==> src/design/ddo_pkg.sv <==
`timescale 1ns / 1ps
// ----------------------------------------------------------------------------
// ddo_pkg: shared types and constants for the differential drive odometry core
// Item layouts, serial unit widths, fixed-point scale factors, arctan table.
// ----------------------------------------------------------------------------
package ddo_pkg;

  // one odometry tick
  typedef struct packed {
    logic signed [19:0] left_rpm;
    logic signed [19:0] right_rpm;
    logic        [19:0] elapsed_us;
  } in_item_t;

  // one odometry result
  typedef struct packed {
    logic signed [31:0] linear_speed;
    logic signed [31:0] turn_rate;
    logic signed [39:0] pos_x;
    logic signed [39:0] pos_y;
    logic        [31:0] heading;
    logic signed [15:0] quat_z;
    logic signed [15:0] quat_w;
  } out_item_t;

  // serial unit widths
  localparam int MUL_AW = 56;              // multiplicand
  localparam int MUL_BW = 32;              // multiplier, one bit per cycle
  localparam int MUL_PW = MUL_AW + MUL_BW; // product
  localparam int DIV_NW = 64;              // dividend / quotient
  localparam int DIV_DW = 36;              // divisor
  localparam int TRIG_W = 34;              // CORDIC datapath, Q2.30 plus guard

  // configuration register indexes
  localparam int  CFG_IDX_W          = 1;
  localparam logic [CFG_IDX_W-1:0] CFG_WHEEL_DIAMETER = 1'b0;
  localparam logic [CFG_IDX_W-1:0] CFG_WHEEL_BASE     = 1'b1;
  localparam int  CFG_DATA_W         = 22;

  localparam logic [19:0] DIAM_RESET = 20'd100000;
  localparam logic [21:0] BASE_RESET = 22'd300000;

  // fixed-point scale factors
  localparam logic [21:0] PI_Q20   = 22'd3294199;
  localparam logic [29:0] ANG_K    = 30'd751587969;
  localparam logic [30:0] US_K     = 31'd1125899907;
  localparam logic [19:0] MILLION  = 20'd1000000;
  localparam logic [DIV_DW-1:0] VM_DIV = 36'd8053063680;
  localparam logic [DIV_NW-1:0] VM_RND = 64'd4026531840;
  localparam logic [DIV_DW-1:0] DQ_DIV = 36'd3932160;
  localparam logic [DIV_NW-1:0] DQ_RND = 64'd1966080;
  localparam logic signed [TRIG_W-1:0] CORDIC_GAIN = 34'sd652032874;

  // arctan(2^-i) as a 32-bit binary angle
  localparam logic [31:0] ATAN_TAB [32] = '{
    32'h20000000, 32'h12E4051E, 32'h09FB385B, 32'h051111D4,
    32'h028B0D43, 32'h0145D7E1, 32'h00A2F61E, 32'h00517C55,
    32'h0028BE53, 32'h00145F2F, 32'h000A2F98, 32'h000517CC,
    32'h00028BE6, 32'h000145F3, 32'h0000A2FA, 32'h0000517D,
    32'h000028BE, 32'h0000145F, 32'h00000A30, 32'h00000518,
    32'h0000028C, 32'h00000146, 32'h000000A3, 32'h00000051,
    32'h00000029, 32'h00000014, 32'h0000000A, 32'h00000005,
    32'h00000003, 32'h00000001, 32'h00000001, 32'h00000000
  };

endpackage

==> src/design/ddo_stream_if.sv <==
`timescale 1ns / 1ps
// ----------------------------------------------------------------------------
// ddo_stream_if: valid/ready stream channel
// A transfer happens on a rising edge with valid and ready both high.
// ----------------------------------------------------------------------------
interface ddo_stream_if #(
  parameter type T = logic
);
  logic valid;
  logic ready;
  T     data;

  modport source (output valid, output data, input ready);
  modport sink   (input valid, input data, output ready);
endinterface

==> src/design/diff_drive_odometry_core.sv <==
`timescale 1ns / 1ps
// ----------------------------------------------------------------------------
// diff_drive_odometry_core: dead-reckoning odometry for a differential base
// Wheel rpm to speed and turn rate, heading integration, CORDIC trig and
// saturating position update, all on shared bit-serial units.
// ----------------------------------------------------------------------------
//  channel | dir | payload                              | transfer
//  --------+-----+--------------------------------------+----------------------
//  in_i    | in  | left_rpm, right_rpm, elapsed_us      | valid && ready
//  out_o   | out | speed, turn, x, y, heading, quat z/w | valid && ready
//  cfg     | in  | cfg_idx_i, cfg_data_i                | cfg_we_i
//
// One tick runs twelve multiplies, three divides and two CORDIC runs, back
// to back on one multiplier, one divider and one CORDIC unit, between the
// accept step and the output register.
// Reset clears heading and position and loads the default wheel geometry.
// A new tick is taken as soon as the previous one reaches the output
// register; a stalled result only holds the sequencer in its final step.
// ----------------------------------------------------------------------------
module diff_drive_odometry_core import ddo_pkg::*; #(
  parameter int CORDIC_STEPS = 16
) (
  input  logic                  clk_i,
  input  logic                  rst_ni,
  input  logic                  cfg_we_i,
  input  logic [CFG_IDX_W-1:0]  cfg_idx_i,
  input  logic [CFG_DATA_W-1:0] cfg_data_i,
  ddo_stream_if.sink            in_i,
  ddo_stream_if.source          out_o
);

  // sequencer steps
  localparam logic [4:0] ST_IDLE = 5'd0;
  localparam logic [4:0] ST_VM1  = 5'd1;
  localparam logic [4:0] ST_VM2  = 5'd2;
  localparam logic [4:0] ST_VMD  = 5'd3;
  localparam logic [4:0] ST_DQ1  = 5'd4;
  localparam logic [4:0] ST_DQ2  = 5'd5;
  localparam logic [4:0] ST_DQD  = 5'd6;
  localparam logic [4:0] ST_WM1  = 5'd7;
  localparam logic [4:0] ST_WMD  = 5'd8;
  localparam logic [4:0] ST_HD1  = 5'd9;
  localparam logic [4:0] ST_HD2  = 5'd10;
  localparam logic [4:0] ST_COR1 = 5'd11;
  localparam logic [4:0] ST_VDT  = 5'd12;
  localparam logic [4:0] ST_PX1  = 5'd13;
  localparam logic [4:0] ST_PX2  = 5'd14;
  localparam logic [4:0] ST_PY1  = 5'd15;
  localparam logic [4:0] ST_PY2  = 5'd16;
  localparam logic [4:0] ST_COR2 = 5'd17;
  localparam logic [4:0] ST_OUT  = 5'd18;

  // control and architectural state
  logic [4:0]  st_q, st_d;
  logic        launched_q, launched_d;
  logic        out_valid_q, out_valid_d;
  logic [19:0] diam_q;
  logic [21:0] base_q;
  logic [32:0] heading_q, heading_d;
  logic signed [39:0] pos_x_q, pos_x_d, pos_y_q, pos_y_d;

  // working registers
  logic [20:0] sum_mag_q, diff_mag_q;
  logic        sum_neg_q, diff_neg_q;
  logic [19:0] dt_q;
  logic [63:0] acc_q, acc_d;
  logic [29:0] vm_q, vm_d;
  logic [31:0] wm_q, wm_d;
  logic [49:0] vdt_q, vdt_d;
  logic signed [TRIG_W-1:0] c_q, c_d, s_q, s_d;
  logic signed [15:0] qz_q, qz_d, qw_q, qw_d;
  out_item_t out_q, out_d;

  // unit hookups
  logic              mul_start, mul_done;
  logic [MUL_AW-1:0] mul_a;
  logic [MUL_BW-1:0] mul_b;
  logic [MUL_PW-1:0] mul_prod;
  logic              div_start, div_done;
  logic [DIV_NW-1:0] div_num, div_quo;
  logic [DIV_DW-1:0] div_den;
  logic              cor_start, cor_done;
  logic [31:0]       cor_ang;
  logic signed [TRIG_W-1:0] cor_cos, cor_sin;

  logic [21:0] base_nz;
  logic signed [20:0] in_sum, in_diff;

  ddo_mul_serial u_mul (
    .clk_i   (clk_i),
    .rst_ni  (rst_ni),
    .start_i (mul_start),
    .a_i     (mul_a),
    .b_i     (mul_b),
    .done_o  (mul_done),
    .prod_o  (mul_prod)
  );

  ddo_div_serial u_div (
    .clk_i   (clk_i),
    .rst_ni  (rst_ni),
    .start_i (div_start),
    .num_i   (div_num),
    .den_i   (div_den),
    .done_o  (div_done),
    .quo_o   (div_quo)
  );

  ddo_cordic_serial #(
    .CORDIC_STEPS (CORDIC_STEPS)
  ) u_cordic (
    .clk_i   (clk_i),
    .rst_ni  (rst_ni),
    .start_i (cor_start),
    .angle_i (cor_ang),
    .done_o  (cor_done),
    .cos_o   (cor_cos),
    .sin_o   (cor_sin)
  );

  // Q2.30 to Q1.15 with rounding and clamp
  function automatic logic signed [15:0] to_q15(input logic signed [TRIG_W-1:0] v);
    logic signed [TRIG_W-1:0] r;
    logic signed [TRIG_W-16:0] sh;
    r  = v + TRIG_W'(16384);
    sh = r[TRIG_W-1:15];
    if (sh > (TRIG_W-15)'(32767)) begin
      return 16'sd32767;
    end else if (sh < -(TRIG_W-15)'(32768)) begin
      return -16'sd32768;
    end
    return sh[15:0];
  endfunction

  // position plus a rounded step, saturated to 40 bits
  function automatic logic signed [39:0] pos_add(input logic signed [39:0] p,
                                                 input logic [MUL_PW-1:0] prod,
                                                 input logic neg);
    logic [35:0] rs;
    logic signed [40:0] step, sum;
    rs   = {1'b0, prod[83:49]} + 36'd1;
    step = 41'($signed({6'b0, rs[35:1]}));
    if (neg) begin
      step = -step;
    end
    sum = {p[39], p} + step;
    if (sum[40] != sum[39]) begin
      return sum[40] ? {1'b1, 39'b0} : {1'b0, {39{1'b1}}};
    end
    return sum[39:0];
  endfunction

  assign base_nz = (base_q == '0) ? 22'd1 : base_q;
  assign in_sum  = 21'(in_i.data.left_rpm) + 21'(in_i.data.right_rpm);
  assign in_diff = 21'(in_i.data.right_rpm) - 21'(in_i.data.left_rpm);

  // sequencer: launch a unit, wait for it, capture, move on
  always_comb begin
    logic [34:0] dlt;
    logic [53:0] tr;
    logic [63:0] lim;
    logic signed [TRIG_W-1:0] tmag;

    st_d        = st_q;
    launched_d  = launched_q;
    out_valid_d = out_valid_q && !out_o.ready;
    heading_d   = heading_q;
    pos_x_d     = pos_x_q;
    pos_y_d     = pos_y_q;
    acc_d       = acc_q;
    vm_d        = vm_q;
    wm_d        = wm_q;
    vdt_d       = vdt_q;
    c_d         = c_q;
    s_d         = s_q;
    qz_d        = qz_q;
    qw_d        = qw_q;
    out_d       = out_q;
    mul_start   = 1'b0;
    div_start   = 1'b0;
    cor_start   = 1'b0;
    mul_a       = '0;
    mul_b       = '0;
    div_num     = acc_q;
    div_den     = '0;
    cor_ang     = heading_q[31:0];
    in_i.ready  = 1'b0;
    dlt         = '0;
    tr          = '0;
    lim         = diff_neg_q ? 64'h80000000 : 64'h7FFFFFFF;
    tmag        = '0;

    unique case (st_q)
      ST_IDLE: begin
        in_i.ready = 1'b1;
        if (in_i.valid) begin
          st_d = ST_VM1;
        end
      end
      // speed sum: |L+R| * D * pi
      ST_VM1: begin
        mul_a = MUL_AW'(sum_mag_q);
        mul_b = MUL_BW'(diam_q);
        if (!launched_q) begin
          mul_start = 1'b1; launched_d = 1'b1;
        end else if (mul_done) begin
          acc_d = mul_prod[63:0]; launched_d = 1'b0; st_d = ST_VM2;
        end
      end
      ST_VM2: begin
        mul_a = MUL_AW'(acc_q[40:0]);
        mul_b = MUL_BW'(PI_Q20);
        if (!launched_q) begin
          mul_start = 1'b1; launched_d = 1'b1;
        end else if (mul_done) begin
          acc_d = mul_prod[63:0] + VM_RND; launched_d = 1'b0; st_d = ST_VMD;
        end
      end
      ST_VMD: begin
        div_den = VM_DIV;
        if (!launched_q) begin
          div_start = 1'b1; launched_d = 1'b1;
        end else if (div_done) begin
          vm_d = div_quo[29:0]; launched_d = 1'b0; st_d = ST_DQ1;
        end
      end
      // speed difference in um/s with 10 fraction bits
      ST_DQ1: begin
        mul_a = MUL_AW'(diff_mag_q);
        mul_b = MUL_BW'(diam_q);
        if (!launched_q) begin
          mul_start = 1'b1; launched_d = 1'b1;
        end else if (mul_done) begin
          acc_d = mul_prod[63:0]; launched_d = 1'b0; st_d = ST_DQ2;
        end
      end
      ST_DQ2: begin
        mul_a = MUL_AW'(acc_q[40:0]);
        mul_b = MUL_BW'(PI_Q20);
        if (!launched_q) begin
          mul_start = 1'b1; launched_d = 1'b1;
        end else if (mul_done) begin
          acc_d = mul_prod[63:0] + DQ_RND; launched_d = 1'b0; st_d = ST_DQD;
        end
      end
      ST_DQD: begin
        div_den = DQ_DIV;
        if (!launched_q) begin
          div_start = 1'b1; launched_d = 1'b1;
        end else if (div_done) begin
          acc_d = div_quo; launched_d = 1'b0; st_d = ST_WM1;
        end
      end
      // turn rate: dq * 1e6 / (B * 2^10), rounded
      ST_WM1: begin
        mul_a = MUL_AW'(acc_q[39:0]);
        mul_b = MUL_BW'(MILLION);
        if (!launched_q) begin
          mul_start = 1'b1; launched_d = 1'b1;
        end else if (mul_done) begin
          acc_d = mul_prod[63:0] + 64'({base_nz, 9'b0});
          launched_d = 1'b0; st_d = ST_WMD;
        end
      end
      ST_WMD: begin
        div_den = DIV_DW'({base_nz, 10'b0});
        if (!launched_q) begin
          div_start = 1'b1; launched_d = 1'b1;
        end else if (div_done) begin
          wm_d = (div_quo > lim) ? lim[31:0] : div_quo[31:0];
          launched_d = 1'b0; st_d = ST_HD1;
        end
      end
      // heading step: |w| * dt * K / 2^40
      ST_HD1: begin
        mul_a = MUL_AW'(wm_q);
        mul_b = MUL_BW'(dt_q);
        if (!launched_q) begin
          mul_start = 1'b1; launched_d = 1'b1;
        end else if (mul_done) begin
          acc_d = mul_prod[63:0]; launched_d = 1'b0; st_d = ST_HD2;
        end
      end
      ST_HD2: begin
        mul_a = acc_q[MUL_AW-1:0];
        mul_b = MUL_BW'(ANG_K);
        if (!launched_q) begin
          mul_start = 1'b1; launched_d = 1'b1;
        end else if (mul_done) begin
          dlt = {1'b0, mul_prod[72:39]} + 35'd1;
          heading_d = diff_neg_q ? heading_q - dlt[33:1] : heading_q + dlt[33:1];
          launched_d = 1'b0; st_d = ST_COR1;
        end
      end
      ST_COR1: begin
        cor_ang = heading_q[31:0];
        if (!launched_q) begin
          cor_start = 1'b1; launched_d = 1'b1;
        end else if (cor_done) begin
          c_d = cor_cos; s_d = cor_sin; launched_d = 1'b0; st_d = ST_VDT;
        end
      end
      ST_VDT: begin
        mul_a = MUL_AW'(vm_q);
        mul_b = MUL_BW'(dt_q);
        if (!launched_q) begin
          mul_start = 1'b1; launched_d = 1'b1;
        end else if (mul_done) begin
          vdt_d = mul_prod[49:0]; launched_d = 1'b0; st_d = ST_PX1;
        end
      end
      // x step
      ST_PX1: begin
        tmag  = c_q[TRIG_W-1] ? -c_q : c_q;
        mul_a = MUL_AW'(vdt_q);
        mul_b = tmag[31:0];
        if (!launched_q) begin
          mul_start = 1'b1; launched_d = 1'b1;
        end else if (mul_done) begin
          tr = {1'b0, mul_prod[81:29]} + 54'd1;
          acc_d = 64'(tr[53:1]); launched_d = 1'b0; st_d = ST_PX2;
        end
      end
      ST_PX2: begin
        mul_a = acc_q[MUL_AW-1:0];
        mul_b = MUL_BW'(US_K);
        if (!launched_q) begin
          mul_start = 1'b1; launched_d = 1'b1;
        end else if (mul_done) begin
          pos_x_d = pos_add(pos_x_q, mul_prod, sum_neg_q ^ c_q[TRIG_W-1]);
          launched_d = 1'b0; st_d = ST_PY1;
        end
      end
      // y step
      ST_PY1: begin
        tmag  = s_q[TRIG_W-1] ? -s_q : s_q;
        mul_a = MUL_AW'(vdt_q);
        mul_b = tmag[31:0];
        if (!launched_q) begin
          mul_start = 1'b1; launched_d = 1'b1;
        end else if (mul_done) begin
          tr = {1'b0, mul_prod[81:29]} + 54'd1;
          acc_d = 64'(tr[53:1]); launched_d = 1'b0; st_d = ST_PY2;
        end
      end
      ST_PY2: begin
        mul_a = acc_q[MUL_AW-1:0];
        mul_b = MUL_BW'(US_K);
        if (!launched_q) begin
          mul_start = 1'b1; launched_d = 1'b1;
        end else if (mul_done) begin
          pos_y_d = pos_add(pos_y_q, mul_prod, sum_neg_q ^ s_q[TRIG_W-1]);
          launched_d = 1'b0; st_d = ST_COR2;
        end
      end
      // quaternion from half the heading
      ST_COR2: begin
        cor_ang = heading_q[32:1];
        if (!launched_q) begin
          cor_start = 1'b1; launched_d = 1'b1;
        end else if (cor_done) begin
          qz_d = to_q15(cor_sin); qw_d = to_q15(cor_cos);
          launched_d = 1'b0; st_d = ST_OUT;
        end
      end
      ST_OUT: begin
        if (!out_valid_q || out_o.ready) begin
          out_d.linear_speed = sum_neg_q ? -32'(vm_q) : 32'(vm_q);
          out_d.turn_rate    = diff_neg_q ? -wm_q : wm_q;
          out_d.pos_x        = pos_x_q;
          out_d.pos_y        = pos_y_q;
          out_d.heading      = heading_q[31:0];
          out_d.quat_z       = qz_q;
          out_d.quat_w       = qw_q;
          out_valid_d        = 1'b1;
          st_d               = ST_IDLE;
        end
      end
      default: begin
        st_d       = ST_IDLE;
        launched_d = 1'b0;
      end
    endcase
  end

  // control, configuration and odometry state
  always_ff @(posedge clk_i or negedge rst_ni) begin
    if (!rst_ni) begin
      st_q        <= ST_IDLE;
      launched_q  <= 1'b0;
      out_valid_q <= 1'b0;
      diam_q      <= DIAM_RESET;
      base_q      <= BASE_RESET;
      heading_q   <= '0;
      pos_x_q     <= '0;
      pos_y_q     <= '0;
    end else begin
      st_q        <= st_d;
      launched_q  <= launched_d;
      out_valid_q <= out_valid_d;
      heading_q   <= heading_d;
      pos_x_q     <= pos_x_d;
      pos_y_q     <= pos_y_d;
      if (cfg_we_i) begin
        unique case (cfg_idx_i)
          CFG_WHEEL_DIAMETER: diam_q <= cfg_data_i[19:0];
          CFG_WHEEL_BASE:     base_q <= cfg_data_i;
          default: ;
        endcase
      end
    end
  end

  // payload registers
  always_ff @(posedge clk_i) begin
    if (st_q == ST_IDLE && in_i.valid) begin
      sum_neg_q  <= in_sum[20];
      sum_mag_q  <= in_sum[20] ? 21'(-in_sum) : 21'(in_sum);
      diff_neg_q <= in_diff[20];
      diff_mag_q <= in_diff[20] ? 21'(-in_diff) : 21'(in_diff);
      dt_q       <= in_i.data.elapsed_us;
    end
    acc_q <= acc_d;
    vm_q  <= vm_d;
    wm_q  <= wm_d;
    vdt_q <= vdt_d;
    c_q   <= c_d;
    s_q   <= s_d;
    qz_q  <= qz_d;
    qw_q  <= qw_d;
    out_q <= out_d;
  end

  assign out_o.valid = out_valid_q;
  assign out_o.data  = out_q;

endmodule

==> src/design/ddo_mul_serial.sv <==
`timescale 1ns / 1ps
// ----------------------------------------------------------------------------
// ddo_mul_serial: shift-add multiplier
// Unsigned product, one multiplier bit retired per cycle.
// ----------------------------------------------------------------------------
module ddo_mul_serial import ddo_pkg::*; (
  input  logic              clk_i,
  input  logic              rst_ni,
  input  logic              start_i,
  input  logic [MUL_AW-1:0] a_i,
  input  logic [MUL_BW-1:0] b_i,
  output logic              done_o,
  output logic [MUL_PW-1:0] prod_o
);

  localparam int CW = $clog2(MUL_BW);

  logic [MUL_AW-1:0] a_q;
  logic [MUL_PW-1:0] p_q, p_d;
  logic [MUL_AW:0]   upper;
  logic [CW-1:0]     cnt_q;
  logic              busy_q, done_q;

  // add multiplicand into the top half when the low bit is set, then shift
  always_comb begin
    upper = {1'b0, p_q[MUL_PW-1:MUL_BW]} + (p_q[0] ? {1'b0, a_q} : '0);
    p_d   = {upper, p_q[MUL_BW-1:1]};
  end

  always_ff @(posedge clk_i or negedge rst_ni) begin
    if (!rst_ni) begin
      busy_q <= 1'b0;
      done_q <= 1'b0;
      cnt_q  <= '0;
    end else begin
      done_q <= 1'b0;
      if (start_i) begin
        busy_q <= 1'b1;
        cnt_q  <= '0;
      end else if (busy_q) begin
        cnt_q <= cnt_q + 1'b1;
        if (cnt_q == CW'(MUL_BW - 1)) begin
          busy_q <= 1'b0;
          done_q <= 1'b1;
        end
      end
    end
  end

  // datapath
  always_ff @(posedge clk_i) begin
    if (start_i) begin
      a_q <= a_i;
      p_q <= {{MUL_AW{1'b0}}, b_i};
    end else if (busy_q) begin
      p_q <= p_d;
    end
  end

  assign done_o = done_q;
  assign prod_o = p_q;

endmodule

==> src/design/ddo_div_serial.sv <==
`timescale 1ns / 1ps
// ----------------------------------------------------------------------------
// ddo_div_serial: restoring divider
// Unsigned quotient, one bit per cycle, MSB first.
// ----------------------------------------------------------------------------
module ddo_div_serial import ddo_pkg::*; (
  input  logic              clk_i,
  input  logic              rst_ni,
  input  logic              start_i,
  input  logic [DIV_NW-1:0] num_i,
  input  logic [DIV_DW-1:0] den_i,
  output logic              done_o,
  output logic [DIV_NW-1:0] quo_o
);

  localparam int CW = $clog2(DIV_NW);

  logic [DIV_NW-1:0] q_q, q_d;
  logic [DIV_DW:0]   r_q, r_d, shifted;
  logic [DIV_DW-1:0] d_q;
  logic [CW-1:0]     cnt_q;
  logic              busy_q, done_q, ge;

  // bring down the next dividend bit, subtract when it fits
  always_comb begin
    shifted = {r_q[DIV_DW-1:0], q_q[DIV_NW-1]};
    ge      = shifted >= {1'b0, d_q};
    r_d     = ge ? shifted - {1'b0, d_q} : shifted;
    q_d     = {q_q[DIV_NW-2:0], ge};
  end

  always_ff @(posedge clk_i or negedge rst_ni) begin
    if (!rst_ni) begin
      busy_q <= 1'b0;
      done_q <= 1'b0;
      cnt_q  <= '0;
    end else begin
      done_q <= 1'b0;
      if (start_i) begin
        busy_q <= 1'b1;
        cnt_q  <= '0;
      end else if (busy_q) begin
        cnt_q <= cnt_q + 1'b1;
        if (cnt_q == CW'(DIV_NW - 1)) begin
          busy_q <= 1'b0;
          done_q <= 1'b1;
        end
      end
    end
  end

  always_ff @(posedge clk_i) begin
    if (start_i) begin
      q_q <= num_i;
      r_q <= '0;
      d_q <= den_i;
    end else if (busy_q) begin
      q_q <= q_d;
      r_q <= r_d;
    end
  end

  assign done_o = done_q;
  assign quo_o  = q_q;

endmodule

==> src/design/ddo_cordic_serial.sv <==
`timescale 1ns / 1ps
// ----------------------------------------------------------------------------
// ddo_cordic_serial: rotation-mode CORDIC
// Cosine and sine of a 32-bit binary angle in Q2.30, one micro-rotation a cycle.
// ----------------------------------------------------------------------------
module ddo_cordic_serial import ddo_pkg::*; #(
  parameter int CORDIC_STEPS = 16
) (
  input  logic                     clk_i,
  input  logic                     rst_ni,
  input  logic                     start_i,
  input  logic [31:0]              angle_i,
  output logic                     done_o,
  output logic signed [TRIG_W-1:0] cos_o,
  output logic signed [TRIG_W-1:0] sin_o
);

  localparam int CW = $clog2(CORDIC_STEPS + 1);

  logic signed [TRIG_W-1:0] x_q, y_q, z_q, x_d, y_d, z_d, dx, dy, at;
  logic [CW-1:0]  cnt_q;
  logic [4:0]     idx;
  logic           flip_q, flip;
  logic [31:0]    ang_rot;
  logic           busy_q, done_q;

  // fold the left half plane onto the right half
  always_comb begin
    flip    = (angle_i[31:30] == 2'b01) || (angle_i[31:30] == 2'b10);
    ang_rot = flip ? angle_i + 32'h80000000 : angle_i;
  end

  // one micro-rotation
  always_comb begin
    idx = 5'(cnt_q);
    dx  = x_q >>> idx;
    dy  = y_q >>> idx;
    at  = TRIG_W'(ATAN_TAB[idx]);
    if (!z_q[TRIG_W-1]) begin
      x_d = x_q - dy;
      y_d = y_q + dx;
      z_d = z_q - at;
    end else begin
      x_d = x_q + dy;
      y_d = y_q - dx;
      z_d = z_q + at;
    end
  end

  always_ff @(posedge clk_i or negedge rst_ni) begin
    if (!rst_ni) begin
      busy_q <= 1'b0;
      done_q <= 1'b0;
      cnt_q  <= '0;
    end else begin
      done_q <= 1'b0;
      if (start_i) begin
        busy_q <= 1'b1;
        cnt_q  <= '0;
      end else if (busy_q) begin
        cnt_q <= cnt_q + 1'b1;
        if (cnt_q == CW'(CORDIC_STEPS - 1)) begin
          busy_q <= 1'b0;
          done_q <= 1'b1;
        end
      end
    end
  end

  always_ff @(posedge clk_i) begin
    if (start_i) begin
      x_q    <= CORDIC_GAIN;
      y_q    <= '0;
      z_q    <= TRIG_W'($signed(ang_rot));
      flip_q <= flip;
    end else if (busy_q) begin
      x_q <= x_d;
      y_q <= y_d;
      z_q <= z_d;
    end
  end

  assign done_o = done_q;
  assign cos_o  = flip_q ? -x_q : x_q;
  assign sin_o  = flip_q ? -y_q : y_q;

endmodule

==> src/flat_wrapper.sv <==
// flat-port wrapper written by rule: the top's interface ports become plain ports
module diff_drive_odometry_core_flat import ddo_pkg::*;
#(
  parameter int CORDIC_STEPS = 16
)
  (clk_i, rst_ni, cfg_we_i, cfg_idx_i, cfg_data_i, in_i_valid, in_i_data, in_i_ready, out_o_valid, out_o_data, out_o_ready);
  ddo_stream_if #(.T(in_item_t)) in_i_i ();
  ddo_stream_if #(.T(out_item_t)) out_o_i ();
  input  logic clk_i;
  input  logic rst_ni;
  input  logic cfg_we_i;
  input  logic [CFG_IDX_W-1:0] cfg_idx_i;
  input  logic [CFG_DATA_W-1:0] cfg_data_i;
  input wire logic [$bits(in_i_i.valid)-1:0] in_i_valid;
  input wire logic [$bits(in_i_i.data)-1:0] in_i_data;
  output wire logic [$bits(in_i_i.ready)-1:0] in_i_ready;
  output wire logic [$bits(out_o_i.valid)-1:0] out_o_valid;
  output wire logic [$bits(out_o_i.data)-1:0] out_o_data;
  input wire logic [$bits(out_o_i.ready)-1:0] out_o_ready;
  assign in_i_i.valid = in_i_valid;
  assign in_i_i.data = in_i_data;
  assign in_i_ready = in_i_i.ready;
  assign out_o_valid = out_o_i.valid;
  assign out_o_data = out_o_i.data;
  assign out_o_i.ready = out_o_ready;
  diff_drive_odometry_core #(.CORDIC_STEPS(CORDIC_STEPS)) u_core (.clk_i(clk_i), .rst_ni(rst_ni), .cfg_we_i(cfg_we_i), .cfg_idx_i(cfg_idx_i), .cfg_data_i(cfg_data_i), .in_i(in_i_i), .out_o(out_o_i));
endmodule
==> config.mk <==
export PLATFORM = sky130hd
export DESIGN_NAME = diff_drive_odometry_core_flat
export DESIGN_NICKNAME = d
export VERILOG_FILES = /design/src/design/ddo_pkg.sv /design/src/design/ddo_stream_if.sv /design/src/design/diff_drive_odometry_core.sv /design/src/design/ddo_mul_serial.sv /design/src/design/ddo_div_serial.sv /design/src/design/ddo_cordic_serial.sv /design/src/flat_wrapper.sv
export SDC_FILE = /design/constraint.sdc
export NUM_CORES = 2
export LEC_CHECK = 0
export BUFFER_PORTS_ARGS = -buffer_cell sky130_fd_sc_hd__buf_2
export CORE_MARGIN = 1.5
export CORE_UTILIZATION = 30
export CTS_CLUSTER_SIZE = 25
export DETAILED_ROUTE_END_ITERATION = 6
export HOLD_SLACK_MARGIN = 0.08
export PLACE_DENSITY = 0.52
export SYNTH_ARGS = -nofsm -noshare
export SYNTH_HDL_FRONTEND = slang
export SYNTH_HIERARCHICAL = 1
export SYNTH_SLANG_ARGS = --single-unit
==> constraint.sdc <==
create_clock -name clk_i -period 11.4 [get_ports clk_i]
set_clock_uncertainty 0.15 [all_clocks]
set_input_delay 1.14 -clock clk_i [delete_from_list [all_inputs] [get_ports clk_i]]
set_output_delay 1.14 -clock clk_i [all_outputs]
set_load 0.01 [all_outputs]
## Word level (Yosys, flattened, before mapping)

Memories as Yosys holds them, arrays and structs flattened.
Index checks and enable logic that the tools add are counted.

| word-level totals | value |
|---|---|
| word-level logic and storage cells | 356 |
| memories | 1 |
| register bits after elaboration | 1115 |
| output and inout bits | 210 |
| input port bits | 88 |
| memory bits (read-only) | 1024 |

Memory list:

| memory | depth | bits a word | read ports | clocked after Yosys merged registers in | write ports | line | RTL |
|---|---|---|---|---|---|---|---|
| (name not given) | 32 | 32 | 1 | 0 | 0 | ddo_cordic_serial.sv:38 | `at = TRIG_W'(ATAN_TAB[idx]);` |

| operators by class | value |
|---|---|
| bitwise operators | 4 |
| mux-type cells | 156 |
| shift-type cells | 2 |
| reduce and logical (&&, ||, !) cells | 36 |
| add/subtract/negate cells | 35 |
| equality and inequality tests | 65 |
| order comparisons | 7 |

Operators by type and width:

| kind | number |
|---|---|
| 64-bit 2-to-1 mux | 14 |
| 56-bit case mux with 8 select lines | 1 |
| 64-bit case mux with 6 select lines | 1 |
| 32-bit 2-to-1 mux | 11 |
| 41-bit 2-to-1 mux | 8 |
| 32-bit case mux with 8 select lines | 1 |
| 40-bit 2-to-1 mux | 6 |
| 34-bit 2-to-1 mux | 7 |
| 5-bit 2-to-1 mux | 40 |
| 33-bit case mux with 3 select lines | 1 |
| 16-bit 2-to-1 mux | 6 |
| 32-bit negator | 3 |
| 5-bit case mux with 19 select lines | 1 |
| 41-bit adder | 2 |
| 34-bit by 16-bit adder with 34-bit output (second input constant) | 2 |
| 34-bit adder | 2 |
| 34-bit negator | 2 |
| 34-bit by 5-bit >>> shifter with 34-bit output | 2 |
| 34-bit subtractor | 2 |
| 64-bit by 21-bit adder with 64-bit output (second input constant) | 1 |
| 64-bit by 31-bit adder with 64-bit output | 1 |
| 64-bit by 32-bit adder with 64-bit output (second input constant) | 1 |
| 64-bit greater-than comparator | 1 |
| 56-bit by 56-bit adder with 57-bit output | 1 |
| 57 further kinds | 188 |

## Depth between registers and ports, before layout

| logic depth | value |
|---|---|
| word-level depth | 13 |
| depth in mapped cells | 28 |
| gate-level depth less buffers | 24 |

## Modules after synthesis

The synthesis kept the hierarchy.

By module, submodules not included:

| module | cells each | instances | seq. area each (µm²) | area each (µm²) |
|---|---|---|---|---|
| diff_drive_odometry_core | 4942 | 1 | 20437.1 | 47918.5 |
| ddo_cordic_serial | 2256 | 1 | 2587.5 | 17849.6 |
| ddo_mul_serial | 836 | 1 | 3938.8 | 8727.1 |
| ddo_div_serial | 739 | 1 | 3923.8 | 7932.6 |

## Least setup slack after synthesis

Ideal clock, no wire load.

| timing | value |
|---|---|
| path kind | input -> register |
| from | input out_o_ready |
| to | register u_core.out_q (netlist bit u_core/out_o.data[0]) (enable) |
| buffers on the path | 0 |
| path slack | -769 ps |
| arrival | 11173 ps |
| required time | 10404 ps |
| cell stages on the path | 2 |
| library setup time | 846 ps |
| path through | inv_1 a21oi_1 |

| on the way | value |
|---|---|
| cells in the longest elaborated chain, start to end | 2 |

Ends and longest elaborated chain:

| item | line | RTL |
|---|---|---|
| start, declared | flat_wrapper.sv:19 | `input wire logic [$bits(out_o_i.ready)-1:0] out_o_ready;` |
| 1-bit logical OR | diff_drive_odometry_core.sv:367 | `if (!out_valid_q \|\| out_o.ready) begin` |
| 2-bit AND reduction (no source line) | - |  |
| end signal, assigned | diff_drive_odometry_core.sv:431 | `out_q <= out_d;` |
| end, declared | diff_drive_odometry_core.sv:72 | `out_item_t out_q, out_d;` |

No other way between the ends.
A chain may end at the register's enable or synchronous reset.

## Worst setup path after layout

| timing | value |
|---|---|
| from | register u_core.u_mul.p_q[49] (netlist: u_core/u_mul/prod_o[49]) |
| to | register u_core.pos_y_q[25] |

| on the way | value |
|---|---|
| cells in the longest elaborated chain, start to end | 13 |
| elaborated cells on any way between the ends | 15 |
| those cells by class | 3 x add/sub; 1 x eq/ne; 11 x mux |

Ends and longest elaborated chain:

| item | line | RTL |
|---|---|---|
| start, declared | ddo_mul_serial.sv:19 | `logic [MUL_PW-1:0] p_q, p_d;` |
| start signal, assigned | ddo_mul_serial.sv:54 | `p_q <= {{MUL_AW{1'b0}}, b_i};` |
| start signal, assigned | ddo_mul_serial.sv:56 | `p_q <= p_d;` |
| 35-bit by 1-bit adder with 36-bit output * | diff_drive_odometry_core.sv:141 | `rs = {1'b0, prod[83:49]} + 36'd1;` |
| 35-bit negator with 41-bit output | diff_drive_odometry_core.sv:144 | `step = -step;` |
| 41-bit 2-to-1 mux * | diff_drive_odometry_core.sv:143 | `if (neg) begin` |
| 41-bit 2-to-1 mux * | diff_drive_odometry_core.sv:351 | `end else if (mul_done) begin` |
| 41-bit 2-to-1 mux * | diff_drive_odometry_core.sv:349 | `if (!launched_q) begin` |
| 41-bit 2-to-1 mux * | diff_drive_odometry_core.sv:193 | `unique case (st_q)` |
| 41-bit adder * | diff_drive_odometry_core.sv:146 | `sum = {p[39], p} + step;` |
| 1-bit != test | diff_drive_odometry_core.sv:147 | `if (sum[40] != sum[39]) begin` |
| 1-bit 2-to-1 mux | diff_drive_odometry_core.sv:147 |  |
| 1-bit 2-to-1 mux | diff_drive_odometry_core.sv:351 |  |
| 1-bit 2-to-1 mux | diff_drive_odometry_core.sv:349 |  |
| 1-bit 2-to-1 mux | diff_drive_odometry_core.sv:193 |  |
| 40-bit 2-to-1 mux * | diff_drive_odometry_core.sv:150 | `return sum[39:0];` |
| end signal, assigned | diff_drive_odometry_core.sv:403 | `pos_y_q <= pos_y_d;` |
| end, declared | diff_drive_odometry_core.sv:60 | `logic signed [39:0] pos_x_q, pos_x_d, pos_y_q, pos_y_d;` |

Every way passes the cells marked *; elsewhere a longest branch is shown, timed or not. The select of a mux whose other input is x is not followed.

==> impl_metrics.ini <==
[sta]
fin_crit_sh_pct = 78.2
maxSlewViolCount = 0
worst_pin_slew_ns = 1.31
final.setup.tns_ns = 0
setup_viol = 0
period_needed_ns = 8.91
max_freq_mhz = 112
rsz0062_at_grt = no
relSlewSlack_pct = 12.7
finalHoldViolations = 0

[clocking]
post-cts-setup-buffer-count = 0
cts-root-buf = clkbuf_16
cts_sinks = 1112
cts_hold_buf = 0
cts_buffers = 146
cts.path.max_buffers = 4
cts_tree = done
clk_latency_ns = 0.87
postCtsResizedCells = 0
path_clk_slew_ns = 0.07
h-tree-depth = 4

[job]
cap_violations = 0

[drt]
met3_length_mm = 21.6
top_layer = met5
drcViolationCount = 1
finalWirelength_mm = 311
met1_length_mm = 136
ant_nets = 0
wl_met2_mm = 139
via_per_inst = 5.67
wire_per_inst_um = 24.9
drtIter0Drc = 7944
first_pass_iters = 7
num_vias = 70700

[place]
place_inst = 12200
post_dp_cell_area_sq_um = 87300
place.gp.congestion = 0.931
io_buffers = 297
dp_hpwl_mm = 235

[grt]
first_global_vias = 66700
grt_usage_pct = 21.5
grt_max_degree = 142
gr-total-overflow = 0
antenna_found_initial = 15
grt_pass1_wl_mm = 454

[synthesis]
synth-main-ff-cell = edfxtp_1
synth_edf_count = 768
ys_seq_area_share_pct = 37.5
postSynthCellCount = 8773
ys_async_sr_fraction_pct = 16.5
syn-cell-area_sq_um = 82400
netlist-cell-type-count = 136
postSynthAreaPerCell_sq_um = 9.40
synth-seq-cells = 1112
yosys_warnings = 6

[power_and_ir_drop]
ir_worst_vdd_mv = 0.225
p_leak_nw = 35.0
p_per_area_nw_per_um2 = 317
p_total_mw = 29.2

[worst_setup_path]
path_class = flip-flop to flip-flop
crit_path_start_kind = flip-flop
worstPathArrival_ns = 9.36
crit_required_ns = 11.85
crit_fanout = 46
r2r_slack_ns = 2.49
ff2ff_path_depth = 19
cp-endpoint = u_core/pos_y_q[25]$_DFFE_PN0P_
startpoint = u_core/u_mul/prod_o[49]$_SDFFE_PP0P_
regToRegStartpoint = u_core/u_mul/prod_o[49]$_SDFFE_PP0P_
end_kind = flip-flop
worstReg2RegEnd = u_core/pos_y_q[25]$_DFFE_PN0P_

[die]
die_w_um = 527
die_area_sq_um = 278000
core_sq_um = 273000
io_pins = 298
fp.dieH_um = 527
initial_utilization_pct = 30.2
rows = 192

[cells_and_area]
final_cell_mix = nand2_1, edfxtp_1, nor2_1
fin_nets = 9311
seq_area_sq_um = 30900
fillers = 27800
synthToLayoutAreaGrowth_pct = 11.5
utilization_pct = 33.6
drive_gt1_share_pct = 12.8
final_common_cell = nand2_1
instances_no_fill = 12500
final_area_sq_um = 91900
multiInputGateArea_sq_um = 48600

[min_path]
worstHoldPathType = input pin to asynchronous set/reset pin

[status]
status = complete, but fails checks
violations = DRC
report_power, final:
group	internal, mW	switching (mW)
Clock	2.66	1.88
Combinational	6.91	10.6
Sequential	5.56	1.60
flip-flops by register name (all words and copies together), names as in the netlist, 40 cells and up:
signal and flops:
u_core/pos_y_q 40, u_core/acc_q 64, u_core/pos_x_q 40, u_core/u_mul/a_q 56, u_core/u_div/quo_o 64, u_core/u_mul/prod_o 88, u_core/out_o.data 208, u_core/vdt_q 50
per-layer routing:
layer | global-route usage [%] | vias to the layer above
met1 | 29.3 | 34700
li1 | - | 32600
met3 | 2.94 | 570
met2 | 33.9 | 2864
met4 | 9.09 | 6
met5 | 0 | -
critical path, cell delays in order, from the launching register on:
cell	delay, ns
dfxtp_1	0.78
ha_1	0.52
nand4_2	0.31
nor4_2	0.94
xor2_1	0.44
or3b_1	0.63
nor4b_4	0.68
a21oi_1	0.18
xnor2_1	0.18
ha_1	0.42
nand2_1	0.12
nor3_1	0.33
nand4_1	0.13
o221ai_1	0.28
a41oi_1	0.26
a311oi_1	0.67
xnor2_4	0.12
buf_4	0.30
o21ai_2	1.01
o21ai_0	0.23
metrics by stage:
| step | setup slack [ns] | hold slack [ns] |
|---|---|---|
| 6_report | 2.49 | 0.160 |
| 5_1_grt | 1.67 | 0.179 |
| 4_1_cts | 2.58 | 0.139 |
| 3_5_place_dp | 2.60 | 0.255 |
| 3_3_place_gp | 2.65 | 0.259 |
| 2_1_floorplan | 3.93 | 0.250 |
logic make-up (layout without fill, tap and decap cells):
kind of cell / count (synthesis) / in the layout / synth area share [%]
DFF: 1112 / 1112 / 37.5
buffers and inverters: 824 / 922 / 3.94
AOI/OAI and AO/OA: 2371 / 2371 / 19.2
other: 1 / 16 / 0.00455
adders and majority gates: 448 / 448 / 6.90
xor gates and xnor gates: 901 / 901 / 9.62
and+or+nand+nor: 2656 / 2656 / 15.6
muxes: 460 / 460 / 7.24
cell usage after synthesis, drive strengths merged (85+ instances only):
cell type	instances	area share (%)
buf	134	0.80
xnor2	554	5.9
nor2	691	3.2
o21ai	568	3.5
dfrtp	170	5.2
ha	436	6.6
nand3	181	1.1
clkbuf	431	2.0
a211oi	86	0.81
mux4	85	2.3
edfxtp	768	28
mux2	239	3.3
dfxtp	160	3.9
o31ai	94	0.95
and2	107	0.82
nor3	151	0.95
xor2	347	3.7
mux2i	136	1.7
a21oi	552	3.4
and3	87	0.67
inv	254	1.2
a31oi	90	0.71
a21o	193	1.8
nand2	838	3.8
nand4	119	0.92
worst min-delay path by stage:
stage                                             to                      start  cells past startpoint
global placement     u_core/out_o.data[12]$_DFFE_PP_  u_core/qw_q[12]$_DFFE_PP_                      0
CTS                 u_core/heading_q[22]$_DFFE_PN0P_                     rst_ni                      1
detailed placement   u_core/out_o.data[20]$_DFFE_PP_   u_core/qz_q[4]$_DFFE_PP_                      0
floorplan             u_core/out_o.data[0]$_DFFE_PP_   u_core/qw_q[0]$_DFFE_PP_                      0
finish              u_core/heading_q[22]$_DFFE_PN0P_                     rst_ni                      1
global route           u_core/pos_x_q[9]$_DFFE_PN0P_                     rst_ni                      1
area by class of cell:
| type | count | area share [%] |
|---|---|---|
| Antenna cell | 3 | 0.00817 |
| Clock buffer | 195 | 4.44 |
| Clock inverter | 60 | 0.583 |
| Inverter | 259 | 1.06 |
| Multi-Input combinational cell | 6849 | 52.8 |
| Sequential cell | 1112 | 33.6 |
| Tap cell | 3589 | 4.89 |
| Timing Repair Buffer | 408 | 2.57 |
Power figures use the tool's default switching activity.
